$ cat config.mk
export PLATFORM = sky130hd
export DESIGN_NAME = hlc_div
export DESIGN_NICKNAME = d
export VERILOG_FILES = /design/src/rtl/core/hlc_pkg.sv /design/src/rtl/core/hlc_div.sv
export SDC_FILE = /design/constraint.sdc
export NUM_CORES = 2
export LEC_CHECK = 0
export BUFFER_PORTS_ARGS = -buffer_cell sky130_fd_sc_hd__buf_4
export CAP_MARGIN = 20
export CORE_MARGIN = 4
export CORE_UTILIZATION = 30
export DETAILED_ROUTE_END_ITERATION = 8
export GPL_ROUTABILITY_DRIVEN = 1
export SYNTH_ARGS = -nofsm -noshare
export SYNTH_HDL_FRONTEND = slang
export SYNTH_SLANG_ARGS = --single-unit
export TNS_END_PERCENT = 5
$ cat constraint.sdc
create_clock -name clk -period 3.76 [get_ports clk]
set_clock_uncertainty 0.05 [all_clocks]
set_input_delay 0.752 -clock clk [delete_from_list [all_inputs] [get_ports clk]]
set_output_delay 0.752 -clock clk [all_outputs]
set_load 0.01 [all_outputs]
$ cat src/rtl/core/hlc_pkg.sv
// ----------------------------------------------------------------------------
// hlc_pkg
// Shared widths and constants for the homogeneous line clipper.
// ----------------------------------------------------------------------------
package hlc_pkg;

	localparam int CoordBits = 32;
	localparam int FracBits  = 16;
	localparam int TFrac     = 16;
	localparam int DistBits  = CoordBits + 2;
	localparam int NumPlanes = 6;

	typedef logic signed [CoordBits-1:0] coord_t;
	typedef logic signed [DistBits-1:0]  dist_t;
	typedef logic [TFrac:0]              tpar_t;

	localparam tpar_t  TOne    = tpar_t'(1) << TFrac;
	localparam coord_t RejXyz  = coord_t'(2) << FracBits;
	localparam coord_t RejW    = coord_t'(1) << FracBits;

	typedef struct packed {
		coord_t x;
		coord_t y;
		coord_t z;
		coord_t w;
	} vec_t;

	function automatic dist_t plane_dist(input vec_t p, input int k);
		dist_t x, y, z, w, r;
		x = dist_t'(p.x);
		y = dist_t'(p.y);
		z = dist_t'(p.z);
		w = dist_t'(p.w);
		case (k)
			0: r = w + x;
			1: r = w - x;
			2: r = w + y;
			3: r = w - y;
			4: r = z;
			default: r = w - z;
		endcase
		return r;
	endfunction

endpackage

$ cat src/rtl/core/hlc_div.sv
// ----------------------------------------------------------------------------
// hlc_div
// Pipelined restoring divider: clamped crossing parameter num/den in
// [0,1] with TFrac fraction bits. One quotient bit per stage.
// ----------------------------------------------------------------------------
module hlc_div
	import hlc_pkg::*;
(
	input  logic                 clk,
	input  logic                 arst_n,
	input  logic                 en,
	input  logic [DistBits:0]    num,
	input  logic [DistBits:0]    den,
	input  logic                 zero,
	output tpar_t                t
);
	localparam int W = DistBits + 1;

	logic [W:0]       n_q [TFrac+1];
	logic [W-1:0]     d_q [TFrac+1];
	logic [TFrac-1:0] qb_q [TFrac+1];
	logic             sat_q [TFrac+1];
	logic             z_q [TFrac+1];

	always_ff @(posedge clk or negedge arst_n) begin
		if (!arst_n) begin
			for (int i = 0; i <= TFrac; i++) begin
				sat_q[i] <= 1'b0;
			end
		end else if (en) begin
			sat_q[0] <= zero || (num >= den);
			for (int i = 1; i <= TFrac; i++) begin
				sat_q[i] <= sat_q[i-1];
			end
		end
	end

	always_ff @(posedge clk) begin
		if (en) begin
			n_q[0]  <= {1'b0, num};
			d_q[0]  <= den;
			qb_q[0] <= '0;
			for (int i = 1; i <= TFrac; i++) begin
				d_q[i] <= d_q[i-1];
				if ({n_q[i-1][W-1:0], 1'b0} >= {1'b0, d_q[i-1]}) begin
					n_q[i]  <= {n_q[i-1][W-1:0], 1'b0} - {1'b0, d_q[i-1]};
					qb_q[i] <= {qb_q[i-1][TFrac-2:0], 1'b1};
				end else begin
					n_q[i]  <= {n_q[i-1][W-1:0], 1'b0};
					qb_q[i] <= {qb_q[i-1][TFrac-2:0], 1'b0};
				end
			end
		end
	end

	always_ff @(posedge clk) begin
		if (en) begin
			z_q[0] <= zero;
			for (int i = 1; i <= TFrac; i++) begin
				z_q[i] <= z_q[i-1];
			end
		end
	end

	assign t = sat_q[TFrac] ? (z_q[TFrac] ? '0 : TOne) : {1'b0, qb_q[TFrac]};

endmodule

; Yosys cells after proc, flatten, opt, wreduce, memory -nomap -nowiden
; Memories as Yosys holds them, arrays and structs flattened.
; Cells that the tools add are included.
[totals]
reg_bits = 17
ramBits = 1496
out_inout_bits = 17
word_cells = 219
memories = 4
[op_classes]
add_sub_neg = 16
magnitude_cmp = 17
muxes = 132
n_bitwise = 32
reduce_logical = 1
[memory_table]
columns = name, depth, width, read_ports, rd_clocked_by_memory_dff, write_ports, line_no
row1 = n_q, 17, 36, 16, 0, 17, hlc_div.sv:19  ; logic [W:0] n_q [TFrac+1];
row2 = d_q, 17, 35, 16, 0, 17, hlc_div.sv:20  ; logic [W-1:0] d_q [TFrac+1];
row3 = qb_q, 17, 16, 17, 0, 17, hlc_div.sv:21  ; logic [TFrac-1:0] qb_q [TFrac+1];
row4 = z_q, 17, 1, 17, 0, 17, hlc_div.sv:23  ; logic z_q [TFrac+1];
[ops]
columns = operator, count
row1 = >= comparator 36 x 35 -> 1 bit, 16
row2 = two-way mux 36 bit, 16
row3 = subtractor 36 x 35 -> 36 bit, 16
row4 = two-way mux 16 bit, 16
row5 = two-way mux 1 bit, 98
row6 = >= comparator 35 bit, 1
row7 = two-way mux 17 bit, 2
row8 = OR 1 bit, 32
row9 = logical OR 1 bit, 1

; Longest topological paths before layout
[depth]
word_depth = 5
ltp_mapped = 15
ltp_nobuf = 12

; Worst setup path after synthesis
; OpenSTA, ideal clock, no wires.
[synth_path]
path_type = register to register
startpoint = mem n_q[2][0] (netlist name)
endpoint = mem n_q[3][1] (netlist name) (data pin)
arrival_time_ns = 3.205
t_required_ns = 3.448
slack_ns = 0.243
path_stages_with_launch = 12
path_buffers = 1
cell_sequence = edfxtp_1 fa_1 a211oi_1 o21bai_1 a21o_1 a221o_1 a21oi_2 a21boi_1 o31a_1 o31ai_4 buf_4 mux2_1
[synth_lines]
columns = item, line_no
row1 = start: declaration, hlc_div.sv:19

==> summary.md <==
| Metric | Value |
|---|---|
| Share of cells above drive strength 1 | 12.8% |
| Net Count, Synth | 7567 |
| Arr. time, crit path | roughly 4.2 ns |
| Final Non-Filler Cells | 10729 |
| Most common cell in the netlist | edfxtp_1 |
| Cell taking the most area after synthesis | edfxtp_1 |
| Dpl cell area | 82400 sq um |
| Seq/Total Area, Yosys | approximately half |
| Initial antenna violation count | 1 |
| Clock Latency Late Sink | 0.78 ns |
| Yosys top cell area share | 50.8% |
| Drt first pass iters | 8 |
| Die height | 509 microns |
| Worst slew pin tran | between 0.9 and 1 ns |
| Clock root cell | clkbuf_16 |
| Final wirelength | 169000 microns |
| Clock tree sinks | 1290 |
| Asr flop ratio synth | under 10% |
| Unrepaired setup endpoints after global routing | yes |
| R2R depth | 12 |
| Nets | 7965 |
| Hold Violations, Final | 0 |
| Area Overhead vs Synth | 16.1% |
| WP data required | 4.22 ns |
| CTS buffer count | 144 |
| Design Area, Final | 87300 sq um |
| Worst Hold Depth | 1 |
| Pin count of the biggest net entering global routing | between 150 and 200 |
| Clk buf depth | 3 |
| Slew margin rel. | 33.7% |
| Status | finished clean |
| Highest Clock Rate | 269 MHz |
| Setup CP Type | flip-flop to flip-flop |
| DIE AREA | 259000 sq um |
| Inst Count DP | 10461 |
| Post-synth EDFFs | 1272 |
| Placer Congestion | ~0.95 |
| DP HPWL | 131000 microns |
| Hold Slack | 0.110 ns |
| Ys Warns | 0 |
| Setup ws final | 0.0436 ns |
| Yosys reg bits | roughly 1300 |
| Distinct cells, synth | 96 |
| Vias per cell | 4.78 |
| Clock H-tree levels | 4 |
| Post-route ant nets | 0 |
| DRC | 0 |
| Fin crit period | about 3.7 ns |
| Vias in the first global route | 53126 |
| Vias | ~50000 |
| DR WL/cell | 15.8 microns |
| Static leakage | 0.0357 uW |
| HP Class | primary input to flip-flop |
| Final period util | 98.8% |
| PD cells | about 800 nW/um^2 |
| First-pass GRT wire length | 273000 microns |
| Crit. End Element | flip-flop |
| Startpoint types | flip-flop |
| Syn Area/Cell | 10.9 sq um |
| Core ar. | 249000 sq um |
| Syn Inst Count | 6884 |
| Initial core utilization | 30.2% |
| Overflow after GRT | 0 |
| Tot GR Track Use | 12.9% |
| MaxCap Viol Count | 0 |
| Initial DRC Count | 2651 |
| # rows | roughly 180 |
| Slew Limit Fails | 0 |
| Tot Pwr | 69900 uW |
| Top cells by area, synth | edfxtp_1 (51%), ha_1 (9.9%), a21oi_1 (3.8%), inv_1 (3.5%), xnor2_1 (3.2%) |
| Peak supply drop | 407 uV |
| CTS clk-pin slew, worst paths | 0.06 ns |
| Synth cell count leaders | edfxtp_1 (1272), inv_1 (706), ha_1 (594) |
| Main flop type after synthesis | edfxtp_1 |
| CTS tree | built |
| Port Buffers | 90 |
| Chip width | 509 microns |
| Dpl ws | -0.271 ns |
| Count of final setup violators | 0 |
| I/O pins | 91 |
| CP Max Fanout | 13 |
| Cell area after synthesis | 75200 sq um |
-- layer usage --
metal | routed length, microns | track usage [%] | up-vias
li1 | - | - | 25870
met1 | 67700 | 14.1 | 23980
met2 | 87100 | 24.1 | 984
met3 | 5520 | 1.95 | 449
met4 | 8950 | 6.19 | 0
met5 | 0 | 0 | -
-- cells in the final DEF, fill, tap and decap left out, types with 15 or more instances in the layout --
cell type,instances
o31ai_1,39
nor2b_1,64
or2_2,24
clkbuf_16,146
clkinv_2,21
a21oi_1,561
nand2_1,541
nand4_1,101
and2_1,44
o21a_1,52
edfxtp_1,1272
mux2_2,127
nor3_1,51
nor2_1,351
and3_1,52
o211ai_1,37
o21ai_1,32
clkinv_1,37
nand2b_1,66
o31a_1,18
xnor2_1,276
a31oi_1,44
clkbuf_1,24
inv_1,706
buf_4,454
mux2_1,32
nand3_1,119
xor2_1,185
dfrtp_1,17
nor4_1,15
a211oi_1,41
buf_12,24
a21o_1,297
mux2_4,28
ha_1,592
o21ai_0,472
o21bai_1,77
or3_1,20
-- what timing repair did --
item | CTS | global route
pin swaps | 1 | 7
gates cloned | 0 | 1
gates resized for setup | 13 | 41
buffers inserted | 1 | 2
hold buffers | 1 | 0
hold endpoints to repair | 17 | 0
endpoints found under the setup margin | 36 | 306
-- path summary, 6_finish.rpt --
path / slack, ns / end / start
hold reg to reg: 0.36 / qb_q[14][12]$_DFFE_PP_ / qb_q[13][11]$_DFFE_PP_
setup / recovery: 0.04 / n_q[3][1]$_DFFE_PP_ / n_q[2][0]$_SDFFCE_PP0P_
hold / removal: 0.11 / d_q[0][31]$_DFFE_PP_ / den[31]
min in group asynchronous: 0.32 / sat_q[16]$_DFFE_PN0P_ / arst_n
max in group asynchronous: 3.14 / sat_q[6]$_DFFE_PN0P_ / arst_n
setup reg to reg: 0.04 / n_q[3][1]$_DFFE_PP_ / n_q[2][0]$_SDFFCE_PP0P_
-- cells by family after synthesis --
kind of cell               count (synthesis)  share of synthesized area, %
and+or+nand+nor                         1500                          9.35
muxes                                    191                          2.99
buffers and inverters                    935                          4.83
DFF                                     1290                          51.4
xor gates and xnor gates                 461                          5.37
adders and majority gates                609                          10.3
AOI/OAI and AO/OA                       1898                          15.8
-- area by class of cell --
cell class	count	area, sq um
multi-input cells	4659	33200
well taps	3330	4170
diodes	1	2.50
clock inverters	91	918
clock buffers	171	3750
repair buffers	481	3950
fillers	24478	162000
flip-flops and latches	1290	38600
inverters	706	2650
-- worst max-delay path, cell delays in order, from the launching register on --
cell and delay (ns):
edfxtp_1 0.44, fa_2 0.45, a211oi_2 0.26, o21bai_1 0.11, a21o_1 0.22, a221o_1 0.39, a21oi_2 0.14, buf_4 0.15
a21boi_1 0.09, o31a_1 0.35, o31ai_4 0.28, buf_12 0.18, mux2_1 0.33
-- state kept, by name, summed over array words and instances (netlist names) --
| register | flops |
|---|---|
| d_q | 560 |
| z_q | 17 |
| qb_q | 136 |
| sat_q | 17 |
| n_q | 560 |
-- report_power, final --
group          leakage [uW]  total, uW  switching [uW]  internal [uW]
Combinational        0.0208      32800           17700          15100
Sequential           0.0126      23200            2050          21200
Clock               0.00226      13900            5850           8000
-- through the flow --
step           setup TNS (ns)  utilization, %
6_report                    0            35.0
5_1_grt                -0.968            35.0
4_1_cts              -0.00729            35.0
3_5_place_dp            -1.37            33.1
3_3_place_gp            -3.84            33.1
2_1_floorplan               0               -
No activity file was read; power rests on OpenSTA's default activity.
