$ cat src/rtl/core/hlc_pkg.sv
// ----------------------------------------------------------------------------
// hlc_pkg
// Shared widths and constants for the homogeneous line clipper.
// ----------------------------------------------------------------------------
package hlc_pkg;

	localparam int CoordBits = 32;
	localparam int FracBits  = 16;
	localparam int TFrac     = 16;
	localparam int DistBits  = CoordBits + 2;
	localparam int NumPlanes = 6;

	typedef logic signed [CoordBits-1:0] coord_t;
	typedef logic signed [DistBits-1:0]  dist_t;
	typedef logic [TFrac:0]              tpar_t;

	localparam tpar_t  TOne    = tpar_t'(1) << TFrac;
	localparam coord_t RejXyz  = coord_t'(2) << FracBits;
	localparam coord_t RejW    = coord_t'(1) << FracBits;

	typedef struct packed {
		coord_t x;
		coord_t y;
		coord_t z;
		coord_t w;
	} vec_t;

	function automatic dist_t plane_dist(input vec_t p, input int k);
		dist_t x, y, z, w, r;
		x = dist_t'(p.x);
		y = dist_t'(p.y);
		z = dist_t'(p.z);
		w = dist_t'(p.w);
		case (k)
			0: r = w + x;
			1: r = w - x;
			2: r = w + y;
			3: r = w - y;
			4: r = z;
			default: r = w - z;
		endcase
		return r;
	endfunction

endpackage

$ cat src/rtl/core/hlc_lerp.sv
// ----------------------------------------------------------------------------
// hlc_lerp
// Two-stage interpolation a + trunc((b-a)*t), product toward zero.
// ----------------------------------------------------------------------------
module hlc_lerp
	import hlc_pkg::*;
(
	input  logic   clk,
	input  logic   en,
	input  coord_t a,
	input  coord_t b,
	input  tpar_t  t,
	output coord_t p
);
	logic signed [CoordBits:0] diff;
	logic [CoordBits:0]        m;
	logic [CoordBits+TFrac:0]  prod_s1;
	logic                      neg_s1;
	coord_t                    a_s1;
	coord_t                    p_s2;

	assign diff = {b[CoordBits-1], b} - {a[CoordBits-1], a};
	assign m    = diff[CoordBits] ? -diff : diff;

	always_ff @(posedge clk) begin
		if (en) begin
			prod_s1 <= (CoordBits+TFrac+1)'(m) * (CoordBits+TFrac+1)'(t);
			neg_s1  <= diff[CoordBits];
			a_s1    <= a;
			p_s2    <= neg_s1 ? a_s1 - coord_t'(prod_s1 >> TFrac)
			                  : a_s1 + coord_t'(prod_s1 >> TFrac);
		end
	end

	assign p = p_s2;

endmodule

$ cat config.mk
export PLATFORM = sky130hd
export DESIGN_NAME = hlc_lerp
export DESIGN_NICKNAME = d
export VERILOG_FILES = /design/src/rtl/core/hlc_pkg.sv /design/src/rtl/core/hlc_lerp.sv
export SDC_FILE = /design/constraint.sdc
export NUM_CORES = 1
export LEC_CHECK = 0
export BUFFER_PORTS_ARGS = -buffer_cell sky130_fd_sc_hd__buf_2
export CAP_MARGIN = 5
export CORE_MARGIN = 4
export CORE_UTILIZATION = 30
export CTS_CLUSTER_SIZE = 30
export DETAILED_ROUTE_END_ITERATION = 12
export HOLD_SLACK_MARGIN = 0.05
export PLACE_DENSITY_LB_ADDON = 0.25
export SLEW_MARGIN = 20
export SYNTH_ARGS = -nofsm -noshare
export SYNTH_HDL_FRONTEND = slang
export SYNTH_SLANG_ARGS = --single-unit
$ cat constraint.sdc
create_clock -name clk -period 11.1 [get_ports clk]
set_input_delay 0.555 -clock clk [delete_from_list [all_inputs] [get_ports clk]]
set_output_delay 0.555 -clock clk [all_outputs]
set_load 0.005 [all_outputs]
Word level (Yosys, flattened, before mapping)
Cells that the tools add are included.

word-level totals
  flip-flop bits (word level) = 113
  output and inout bits = 32

operators by class
  multiplexer cells = 2
  add/subtract/negate cells = 4
  $mul = 1

operators with widths
  cell            number
  $mul 33x17->48  1
  $mux 33         1
  $neg 33->33     1
  $sub 32x32->33  1
  $add 32x32->32  1
  $mux 32         1
  $sub 32x32->32  1

Longest topological paths before layout
Gate-level depths: netlist of run 1.

  depth after elaboration = 4
  depth in mapped cells = 43
  gate-level depth less buffers = 40

Worst setup path before layout of run 1
Ideal clock, no wire load.

  kind = input to register
  start = input port a[15]
  end = register prod_s1[47], data pin
  buffers on the path = 4
  data required time = 10.832 ns
  arrival time = 9.612 ns
  stages = 42
  path slack = 1.220 ns
  path through = inv_1 -> ha_1 -> buf_2 -> a21oi_1 -> o211ai_1 -> a41oi_1 -> a31oi_1 -> o2111ai_1 -> nand2_1 -> and2_1 -> o311a_1 -> buf_2 -> inv_1 -> buf_2 -> o21ai_0 -> xor2_1 -> clkbuf_1 -> nand2_1 -> (+6 left out) -> fa_1 -> fa_1 -> inv_1 -> fa_1 -> inv_1 -> ha_1 -> nand2_1 -> nor2_1 -> inv_1 -> a211o_1 -> a211oi_1 -> o21ai_0 -> or3_1 -> nand4_1 -> a22oi_1 -> o21ai_0 -> a31oi_1 -> xnor3_1

between the ends
  longest elaborated chain between the ends = 4

ends and longest elaborated chain
  what                    line            source
  start: declaration      hlc_lerp.sv:10  input coord_t a,
  $sub 32x32->33 (*)      hlc_lerp.sv:22  assign diff = {b[CoordBits-1], b} - {a[CoordBits-1], a};
  net diff[32]            hlc_lerp.sv:15  logic signed [CoordBits:0] diff;
  $neg 33->33             hlc_lerp.sv:23  assign m = diff[CoordBits] ? -diff : diff;
  $mux 33 (*)             hlc_lerp.sv:23
  $mul 33x17->48 (*)      hlc_lerp.sv:27  prod_s1 <= (CoordBits+TFrac+1)'(m) * (CoordBits+TFrac+1)'(t);
  end signal: assignment  hlc_lerp.sv:27
  end: declaration        hlc_lerp.sv:17  logic [CoordBits+TFrac:0] prod_s1;

Mark *: on every way through the listed nets, which the timed path passes. The rest lies on a longest branch.
A chain may end at the register's enable or synchronous reset.

Worst setup path after layout of run 1
  start = input port b[0]
  end = register prod_s1[47], data pin

between the ends
  longest elaborated chain between the ends = 4

ends and longest elaborated chain
  what                line            source
  start: declaration  hlc_lerp.sv:11  input coord_t b,
  $sub 32x32->33 (*)  hlc_lerp.sv:22
  $neg 33->33         hlc_lerp.sv:23
  $mux 33 (*)         hlc_lerp.sv:23
  $mul 33x17->48 (*)  hlc_lerp.sv:27

Every way passes the cells marked *; elsewhere a longest branch is shown, timed or not.

==> metrics.txt, run 1 <==
end of the worst register-to-register path=p[31]$_DFFE_PP_; cell at the root of the clock tree=sky130_fd_sc_hd__clkbuf_16; clock latency of the later-clocked register in the worst-skew pair=about 0.38 ns; mean area per synthesized cell=approximately 9.0 um^2; Most used DFF post-synth=sky130_fd_sc_hd__edfxtp_1; Antenna Nets Post-Route=0; Initial Util=30.3%; Max Clock Skew=0.0126 ns; portion of the post-synthesis area used by sequential elements=11.9%; H-tree level count=3; share of flip-flops with an asynchronous set or reset after synthesis=0%; FF-to-FF Start=prod_s1[19]$_DFFE_PP_; outcome=completed; cell repeated most along the worst path=sky130_fd_sc_hd__fa_1; transition time at the pin with the least slew margin=1.09 ns; highest-count cells in the layout ignoring fill and taps=sky130_fd_sc_hd__inv_1, sky130_fd_sc_hd__fa_1, sky130_fd_sc_hd__nand2_1; Max stage delay on crit path=roughly 0.54 ns; Tot GR Track Use=~16%; number of sinks handled by clock tree synthesis=97; CP arrival=roughly 11 ns; wire length of the first global-routing pass=approximately 110000 um; site row count=~100; post-detailed-placement half-perimeter wirelength=53700 um; core area=~0.081 mm^2; largest net degree at the start of global routing=50; number of buffers created by CTS=9; total of flip-flops plus latches after synthesis=97; nature of the critical path endpoint=flip-flop; placer congestion estimate=0.818; routed vias/inst=about 4.7; Peak Freq=94.5 MHz; Filler cells=8415; number of nets in the synthesized netlist=3432; Min Hold Slack=approximately 0.37 ns; reported max-cap violation count=0; count of final max-slew check failures=0; worst reg-to-reg setup slack=between 6 and 7 ns; FF-to-FF path depth=17; initial antenna violation count=4; number of flops mapped to enable cells by yosys=97; required time of the critical path=roughly 11 ns; hold_sp=a[31]; worst setup path category=in2reg; number of detailed-route iterations in the first pass=5; number of instances in the synthesized netlist=between 2000 and 3000; Worst-path clk slew=0.08 ns; hold path endpoint=a_s1[31]$_DFFE_PP_; initial drt markers=roughly 970; number of cells on the worst hold path=1; setup repair after global routing missed its margin=no; Setup-failing EPs final=0; Boundary Pins=~120; post-route DRC violation count=0; via count of the first global-routing pass=19400; overflow left after global routing=0; port bufs=114; sum of routed wire length over all layers=68700 um; vias after detailed routing=18100; Max transition margin=26.9%; min cycle time layout=approximately 11 ns; Die Area=between 0.08 and 0.09 mm^2; Hold/Removal Path Class=in2reg; proportion of layout cells with a drive suffix above 1=8.09%; Max FO, Critical Path=17; layout-stage area growth over the synthesis result=9.87%; count of cell types in the netlist=between 80 and 90; final layout net count=3522; Die Wd=293 um; final hold vios=0; most common cell after layout, fill and taps aside=sky130_fd_sc_hd__inv_1; number of warnings reported in the yosys synthesis log=0; crit path max-delay cell type=sky130_fd_sc_hd__fa_1; Max Buffers Root-to-Sink=2; TritonCTS clock tree=done; drt wl/cell=around 18 um; cell area after technology mapping=roughly 0.024 mm^2; vertical extent of the die=293 um; fin crit share=95.4%; critical path launch point type=input pin
==> cell type report <==
class / instances / area [um^2] / area share, %
antenna: 2 / 5.00 / 0.0187
clock buffer: 9 / 225 / 0.841
clock inverter: 7 / 77.6 / 0.290
inverter: 592 / 2230 / 8.31
multi-input combinational: 1920 / 18800 / 70.3
sequential: 97 / 2910 / 10.9
tap: 1060 / 1330 / 4.95
timing repair buffer: 180 / 1180 / 4.39
==> cell families (layout without fill, tap and decap cells) <==
kind of cell,Yosys count,count (layout),share of synthesized area [%]
xor gates and xnor gates,139,139,5.14
muxes,2,2,0.0872
other,0,2,0
and+or+nand+nor,852,852,16.8
AOI/OAI and AO/OA,288,288,8.10
DFF,97,97,11.9
buffers and inverters,693,788,10.9
adders and majority gates,639,639,47.0
==> synthesized netlist by cell type (4+ instances only) <==
cell type | number | share of area (%)
sky130_fd_sc_hd__and4_1 | 4 | 0.14
sky130_fd_sc_hd__a31oi_1 | 21 | 0.54
sky130_fd_sc_hd__buf_2 | 15 | 0.31
sky130_fd_sc_hd__and2_1 | 188 | 4.8
sky130_fd_sc_hd__nand2b_1 | 20 | 0.51
sky130_fd_sc_hd__fa_1 | 463 | 38
sky130_fd_sc_hd__ha_1 | 176 | 9.0
sky130_fd_sc_hd__o211ai_1 | 6 | 0.18
sky130_fd_sc_hd__nor4_1 | 9 | 0.23
sky130_fd_sc_hd__nand3_1 | 17 | 0.35
sky130_fd_sc_hd__inv_1 | 592 | 9.1
sky130_fd_sc_hd__nor2b_1 | 23 | 0.59
sky130_fd_sc_hd__and3b_1 | 4 | 0.14
sky130_fd_sc_hd__xnor2_1 | 92 | 3.3
sky130_fd_sc_hd__o21bai_1 | 8 | 0.25
sky130_fd_sc_hd__nor3b_1 | 5 | 0.15
sky130_fd_sc_hd__xor2_1 | 43 | 1.5
sky130_fd_sc_hd__a21o_1 | 40 | 1.2
sky130_fd_sc_hd__o2111ai_1 | 4 | 0.14
sky130_fd_sc_hd__and3_1 | 10 | 0.26
sky130_fd_sc_hd__o21ai_0 | 41 | 0.84
sky130_fd_sc_hd__nand2_1 | 417 | 6.4
sky130_fd_sc_hd__o21a_1 | 19 | 0.59
sky130_fd_sc_hd__nand4_1 | 10 | 0.26
sky130_fd_sc_hd__nor3_1 | 26 | 0.53
sky130_fd_sc_hd__edfxtp_1 | 97 | 12
sky130_fd_sc_hd__a211oi_1 | 4 | 0.12
sky130_fd_sc_hd__nor2_1 | 89 | 1.4
sky130_fd_sc_hd__o31ai_1 | 5 | 0.15
sky130_fd_sc_hd__clkbuf_1 | 78 | 1.2
sky130_fd_sc_hd__a21oi_1 | 90 | 1.8
sky130_fd_sc_hd__or3_1 | 11 | 0.28
==> sequential cells by signal, summed over array words and instances (netlist names) <==
register / cells
a_s1: 32
p: 32
prod_s1: 32
neg_s1: 1
==> stage by stage <==
step | util, % | cells | worst slack, ns | TNS, ns | cell area (um^2)
after floorplan | - | 2710 | 1.22 | 0 | 24400
after global placement | 32.8 | 3848 | 0.0455 | 0 | 26400
after detailed placement | 32.8 | 3848 | -0.0495 | -0.0495 | 26400
after CTS | 33.2 | 3864 | 0.346 | 0 | 26700
after global routing | 33.3 | 3865 | 0.0168 | 0 | 26800
final | 33.3 | 3867 | 0.516 | 0 | 26800
==> worst max path at each step <==
stage | start | end | slack [ns] | depth (start not counted)
2_1_floorplan | a[15] | prod_s1[47]$_DFFE_PP_ | 1.22 | 42
3_3_place_gp | b[0] | prod_s1[47]$_DFFE_PP_ | 0.05 | 39
3_5_place_dp | b[0] | prod_s1[47]$_DFFE_PP_ | -0.05 | 39
4_1_cts | b[0] | prod_s1[47]$_DFFE_PP_ | 0.35 | 39
5_1_grt | b[0] | prod_s1[47]$_DFFE_PP_ | 0.02 | 42
6_report | b[0] | prod_s1[47]$_DFFE_PP_ | 0.52 | 42
==> worst max-delay path: cells and delay by family <==
family	cells	cell delay, ns
adder cells (fa/ha/maj)	9	3.93
AO/OA/AOI/OAI	15	3.61
buffers and inverters	10	1.07
AND/OR/NAND/NOR	6	0.97
XOR/XNOR	2	0.57
==> per-layer routing <==
layer,routed length (um),GRT usage (%),vias to the layer above
met5,27,0,-
met4,944,2.77,4
met3,2870,1.87,57
met2,32400,27.2,362
met1,32400,23.2,9237
li1,-,-,8480
==> repair_timing <==
action                                  CTS  global route
setup buffers                             0             0
hold buffers                              0             0
endpoints found under the setup margin    0             1
resized for setup                         0             3
Power of run 1 is left out: the tool's default activity adds up to more than one toggle a clock period on the data nets, which glitch-free logic cannot reach.
==> run 2, diff against run 1 <==
Settings changed: ABC_AREA from default to 1.
==> run 2 against run 1 <==
Against the previous run: register-to-register slack better by 0.64 ns; wire length grew 25%; hold slack improved by 0.023 ns; largest cell class unchanged; die area is 6.4% higher; worst setup slack improved by 1.0 ns; fmax is 10% higher.
==> metrics.txt, run 2 <==
Filler cells=9362 (+11%); list of most frequent post-synthesis cells=sky130_fd_sc_hd__nand2_1, sky130_fd_sc_hd__inv_1, sky130_fd_sc_hd__fa_1, sky130_fd_sc_hd__nor2_1, sky130_fd_sc_hd__ha_1; sum of negative setup slack=0 ns (unchanged); instance area at placement=0.0278 mm^2 (+5.0%); number of warnings reported in the yosys synthesis log=0 (unchanged); routed vias/inst=4.70 (about the same); hold path endpoint=a_s1[31]$_DFFE_PP_; post-route DRC violation count=0 (unchanged); final hold vios=0 (unchanged); number of detailed-route iterations in the first pass=6 (+1); number of sinks handled by clock tree synthesis=97 (unchanged); end of the worst register-to-register path=p[31]$_DFFE_PP_; site row count=107 (+2.9%); crit path max-delay cell type=sky130_fd_sc_hd__inv_1; number of buffers created by CTS=9 (unchanged); CP arrival=9.67 ns (-1.04 ns); wire length of the first global-routing pass=133000 um (+21%); most frequent cell after synthesis=sky130_fd_sc_hd__nand2_1; via count of the first global-routing pass=22400 (+15%); largest net degree at the start of global routing=62 (+24%); required time of the critical path=11.20 ns (-0.03 ns); initial drt markers=1531 (+58%); outcome=completed; Max FO, Critical Path=11 (-6); number of cells on the worst hold path=1 (unchanged); total non-filler cell area in the finished layout=0.0281 mm^2 (+4.7%); total of flip-flops plus latches after synthesis=97 (unchanged); Max transition margin=29.6% (+2.7 points); number of antenna cells inserted=0 (-2); share of flip-flops with an asynchronous set or reset after synthesis=0% (unchanged); setup repair bufs after CTS=0 (unchanged); mean area per synthesized cell=7.56 um^2 (-16%); Initial Util=30.4% (+0.11 points); area share of the largest cell type after synthesis=35.7% (-2.4 points); post-detailed-placement half-perimeter wirelength=72700 um (+35%); vias after detailed routing=21800 (+20%); port bufs=114 (unchanged); Die Wd=302 um (+3.2%); Worst-path clk slew=0.07 ns (about the same); initial antenna violation count=1 (-3); overflow left after global routing=0 (unchanged); largest area contributor in the synthesized netlist=sky130_fd_sc_hd__fa_1; transition time at the pin with the least slew margin=1.06 ns (-0.0334 ns); reported max-cap violation count=0 (unchanged); min cycle time layout=9.58 ns (-1.01 ns); number of instances in the synthesized netlist=3439 (+27%); final layout net count=4219 (+20%); Setup-failing EPs final=0 (unchanged); Max stage delay on crit path=0.57 ns (+0.03 ns); drt wl/cell=18.4 um (+3.9%); highest-count cells in the layout ignoring fill and taps=sky130_fd_sc_hd__nand2_1, sky130_fd_sc_hd__inv_1, sky130_fd_sc_hd__fa_1; layout-stage area growth over the synthesis result=7.94%; # hold bufs at CTS=0 (unchanged); Max Buffers Root-to-Sink=2 (unchanged); placer congestion estimate=0.914 (+12%); final core area utilization=32.8% (-0.46 points); Hold/Removal Path Class=in2reg; count of final max-slew check failures=0 (unchanged); critical path launch point type=input pin; setup repair after global routing missed its margin=no; worst setup path category=in2reg; number of flops mapped to enable cells by yosys=97 (unchanged); count of cell types in the netlist=55 (-35%); most common cell after layout, fill and taps aside=sky130_fd_sc_hd__nand2_1; vertical extent of the die=302 um (+3.2%); number of nets in the synthesized netlist=4161 (+21%); portion of the post-synthesis area used by sequential elements=11.2% (-0.74 points); worst reg-to-reg setup slack=6.83 ns (+0.64 ns); FF-to-FF Start=prod_s1[16]$_DFFE_PP_; Die Area=0.0914 mm^2 (+6.4%); core area=0.0855 mm^2 (+6.2%); nature of the critical path endpoint=flip-flop; Peak Freq=104 MHz (+10%); Min Hold Slack=0.395 ns (+0.0230 ns); Max Clock Skew=0.00761 ns (-0.00495 ns); Tot GR Track Use=19.0% (+2.7 points); sum of routed wire length over all layers=85700 um (+25%); hold_sp=a[31]; clock latency of the later-clocked register in the worst-skew pair=0.35 ns (-0.03 ns); Boundary Pins=115 (unchanged); proportion of layout cells with a drive suffix above 1=5.63% (-2.5 points); fin crit share=86.3% (-9.1 points); TritonCTS clock tree=done; H-tree level count=3 (unchanged); Most used DFF post-synth=sky130_fd_sc_hd__edfxtp_1; cell at the root of the clock tree=sky130_fd_sc_hd__clkbuf_16; Antenna Nets Post-Route=0 (unchanged); number of cells upsized or downsized after cts=0 (unchanged); FF-to-FF path depth=22 (+5); top cells by area in the synthesized netlist=sky130_fd_sc_hd__fa_1, sky130_fd_sc_hd__nand2_1, sky130_fd_sc_hd__inv_1, sky130_fd_sc_hd__edfxtp_1, sky130_fd_sc_hd__ha_1; cell area after technology mapping=0.0260 mm^2 (+6.6%)
-- run 2: cell count changes after synthesis, moves of 21 or more --
cell                      previous run  this run
sky130_fd_sc_hd__nand2_1           417       856
sky130_fd_sc_hd__nor2_1             89       352
sky130_fd_sc_hd__inv_1             592       843
sky130_fd_sc_hd__and2_1            188         1
sky130_fd_sc_hd__nand3_1            17        77
sky130_fd_sc_hd__xnor2_1            92        37
sky130_fd_sc_hd__a21o_1             40         3
sky130_fd_sc_hd__a21oi_1            90       124
sky130_fd_sc_hd__inv_2               0        23
sky130_fd_sc_hd__nor2b_1            23         0
sky130_fd_sc_hd__o21ai_0            41        63
sky130_fd_sc_hd__xor2_1             43        64
-- run 2: cells by family (layout without fill, tap and decap cells) --
family          count (synthesis)  after routing  synth area share [%]
simple gates                 1383           1383                  21.6
flops                          97             97                  11.2
fa+ha+maj                     639            639                  44.1
buf+inv                       956           1019                  14.0
xor+xnor                      102            102                  3.47
compound gates                262            262                  5.65
-- run 2: worst max-delay path, delay by kind of cell --
kind	cells	cell delay [ns]
buffers and inverters	8	1.09
AOI/OAI and AO/OA	6	1.50
adders and majority gates	9	4.14
and+or+nand+nor	14	2.27
xor gates and xnor gates	1	0.11
-- run 2: layout make-up --
| type | count | area (um^2) | share of cell area (%) |
|---|---|---|---|
| multi-input combinational | 2386 | 19400 | 69.3 |
| clock inverter | 7 | 68.8 | 0.245 |
| timing repair buffer | 130 | 693 | 2.47 |
| clock buffer | 9 | 225 | 0.803 |
| inverter | 873 | 3280 | 11.7 |
| tap | 1144 | 1430 | 5.10 |
| sequential | 97 | 2910 | 10.4 |
-- run 2: metal layers --
layer  GRT usage [%]  up-vias  routed length [um]
met1            28.3    10900               41900
met4            2.86        2                1190
li1                -    10300                   -
met3            1.93       61                4370
met5               0        -                  11
met2            30.5      602               38300
-- run 2: worst max path at each step --
stage          from               endpoint  slack [ns]  depth (start not counted)
2_1_floorplan  b[0]  prod_s1[45]$_DFFE_PP_        2.87                         42
3_3_place_gp   a[0]  prod_s1[43]$_DFFE_PP_        1.16                         42
3_5_place_dp   a[0]  prod_s1[43]$_DFFE_PP_        1.21                         38
4_1_cts        a[0]  prod_s1[43]$_DFFE_PP_        1.59                         42
5_1_grt        b[0]  prod_s1[45]$_DFFE_PP_        0.88                         43
6_report       a[0]  prod_s1[43]$_DFFE_PP_        1.52                         38
-- run 2: through the flow --
step	setup slack [ns]	std cells
after floorplan	2.87	3439
after detailed placement	1.21	4630
after global placement	1.16	4630
after CTS	1.59	4646
final	1.52	4646
after global routing	0.882	4646
Power of run 2 is left out for the same reason.
==> run 3, diff against run 2 <==
Settings changed: CTS_BUF_LIST from default to sky130_fd_sc_hd__clkbuf_2.
==> run 3 against run 2 <==
Against the previous run: core utilization shrank 0.14 points; cell area shrank 0.42%; flip-flop and latch count is the same; die area is the same; worst setup slack lost 0.25 ns; via count grew 0.11%; fmax shrank 2.5%; non-clock buffer count grew 6; critical path type unchanged.
==> metrics.txt, run 3 (synthesis gave the netlist of run 2 again) <==
number of cells upsized or downsized after cts=0 (unchanged); fin crit share=88.5% (+2.3 points); wire length of the first global-routing pass=133000 um (about the same); vias after detailed routing=21800 (+0.11%); cell repeated most along the worst path=sky130_fd_sc_hd__nand2_1; Setup-failing EPs final=0 (unchanged); Die Wd=302 um (unchanged); site row count=107 (unchanged); post-route DRC violation count=0 (unchanged); placer congestion estimate=0.914 (unchanged); worst setup path category=in2reg; cell at the root of the clock tree=sky130_fd_sc_hd__clkbuf_2; core area=0.0855 mm^2 (unchanged); most common cell after layout, fill and taps aside=sky130_fd_sc_hd__nand2_1; first element of the critical path=a[0]; vertical extent of the die=302 um (unchanged); highest-count cells in the layout ignoring fill and taps=sky130_fd_sc_hd__nand2_1, sky130_fd_sc_hd__inv_1, sky130_fd_sc_hd__fa_1; hold_sp=a[21]; via count of the first global-routing pass=22300 (-0.049%); H-tree level count=3 (unchanged); sum of routed wire length over all layers=85900 um (+0.18%); Worst-path clk slew=0.28 ns (+0.21 ns); Max transition margin=27.9% (-1.6 points); nature of the critical path endpoint=flip-flop; drt wl/cell=18.5 um (about the same); Max Clock Skew=0.0278 ns (+0.0202 ns); overflow left after global routing=0 (unchanged); Antenna Nets Post-Route=0 (unchanged); proportion of layout cells with a drive suffix above 1=5.62% (-0.0096 points); layout-stage area growth over the synthesis result=7.49%; number of buffers created by CTS=9 (unchanged); Boundary Pins=115 (unchanged); initial antenna violation count=2 (+1); Tot GR Track Use=19.0% (about the same); post-detailed-placement half-perimeter wirelength=72700 um (unchanged); required time of the critical path=11.51 ns (+0.31 ns); sum of negative setup slack=0 ns (unchanged); Max FO, Critical Path=11 (unchanged); Max Buffers Root-to-Sink=2 (unchanged); FF-to-FF Start=prod_s1[16]$_DFFE_PP_; initial drt markers=1632 (+6.6%); Max stage delay on crit path=0.56 ns (about the same); largest net degree at the start of global routing=62 (unchanged); number of sinks handled by clock tree synthesis=97 (unchanged); clock latency of the later-clocked register in the worst-skew pair=0.63 ns (+0.28 ns); crit path max-delay cell type=sky130_fd_sc_hd__inv_1; TritonCTS clock tree=done; outcome=completed; number of detailed-route iterations in the first pass=5 (-1); setup repair after global routing missed its margin=no; Hold/Removal Path Class=in2reg; min cycle time layout=9.83 ns (+0.250 ns); Initial Util=30.4% (unchanged); reported max-cap violation count=0 (unchanged); final layout net count=4225 (+0.14%); Die Area=0.0914 mm^2 (unchanged); transition time at the pin with the least slew margin=1.08 ns (+0.0245 ns); count of final max-slew check failures=0 (unchanged); CP arrival=10.24 ns (+0.57 ns); critical path launch point type=input pin; Peak Freq=102 MHz (-2.5%); final hold vios=0 (unchanged); port bufs=114 (unchanged); routed vias/inst=4.69 (about the same)
## run 3: cell count changes in the layout (fill, tap and decap cells not counted)
cell                            change
sky130_fd_sc_hd__dlygate4sd3_1      +6
sky130_fd_sc_hd__clkbuf_16          -9
sky130_fd_sc_hd__clkbuf_2           +9
sky130_fd_sc_hd__diode_2            +1
## run 3: area by class of cell
type	instances	area [um^2]
Timing Repair Buffer	136	753
Antenna cell	1	2.50
Clock buffer	9	45.0
Clock inverter	7	68.8
Sequential cell	97	2910
Fill cell	9384	57600
Multi-Input combinational cell	2386	19400
Inverter	873	3280
Tap cell	1144	1430
## run 3: critical path: cells and delay by family
family          cells  cell delay [ns]
xor+xnor            1             0.11
compound gates      5             1.28
simple gates       18             2.45
fa+ha+maj           9             4.13
buf+inv            10             1.70
## run 3: final timing paths
check | slack [ns] | to | depth (start not counted)
max | 1.27 | prod_s1[43]$_DFFE_PP_ | 43
min | 0.13 | a_s1[21]$_DFFE_PP_ | 1
max reg2reg | 6.78 | p[31]$_DFFE_PP_ | 22
min reg2reg | 0.72 | p[1]$_DFFE_PP_ | 1
## run 3: metrics by stage
step | setup slack (ns) | std cells | cell area (um^2) | hold slack (ns) | utilization [%]
after floorplan | 2.87 | 3439 | 26000 | 0.625 | -
after global placement | 1.16 | 4630 | 27800 | 0.683 | 32.4
after detailed placement | 1.21 | 4630 | 27800 | 0.685 | 32.4
after CTS | 1.42 | 4652 | 27900 | 0.0504 | 32.7
after global routing | 0.654 | 4653 | 27900 | 0.0551 | 32.7
final | 1.27 | 4653 | 27900 | 0.129 | 32.7
## run 3: repair_timing
item                      CTS  global route
hold endpoints to repair    6             0
hold buffers                6             0
buffers inserted            0             0
## run 3: routing by layer
metal / global-route usage (%) / vias up / part of all wire (%) / wire length, um
met3: 1.89 / 64 / 5.3 / 4560
met5: 0 / - / 0.013 / 11
li1: - / 10300 / - / -
met4: 3.06 / 2 / 1.5 / 1250
met2: 30.5 / 614 / 45 / 38300
met1: 28.2 / 10800 / 49 / 41800
Power of run 3 is left out for the same reason.
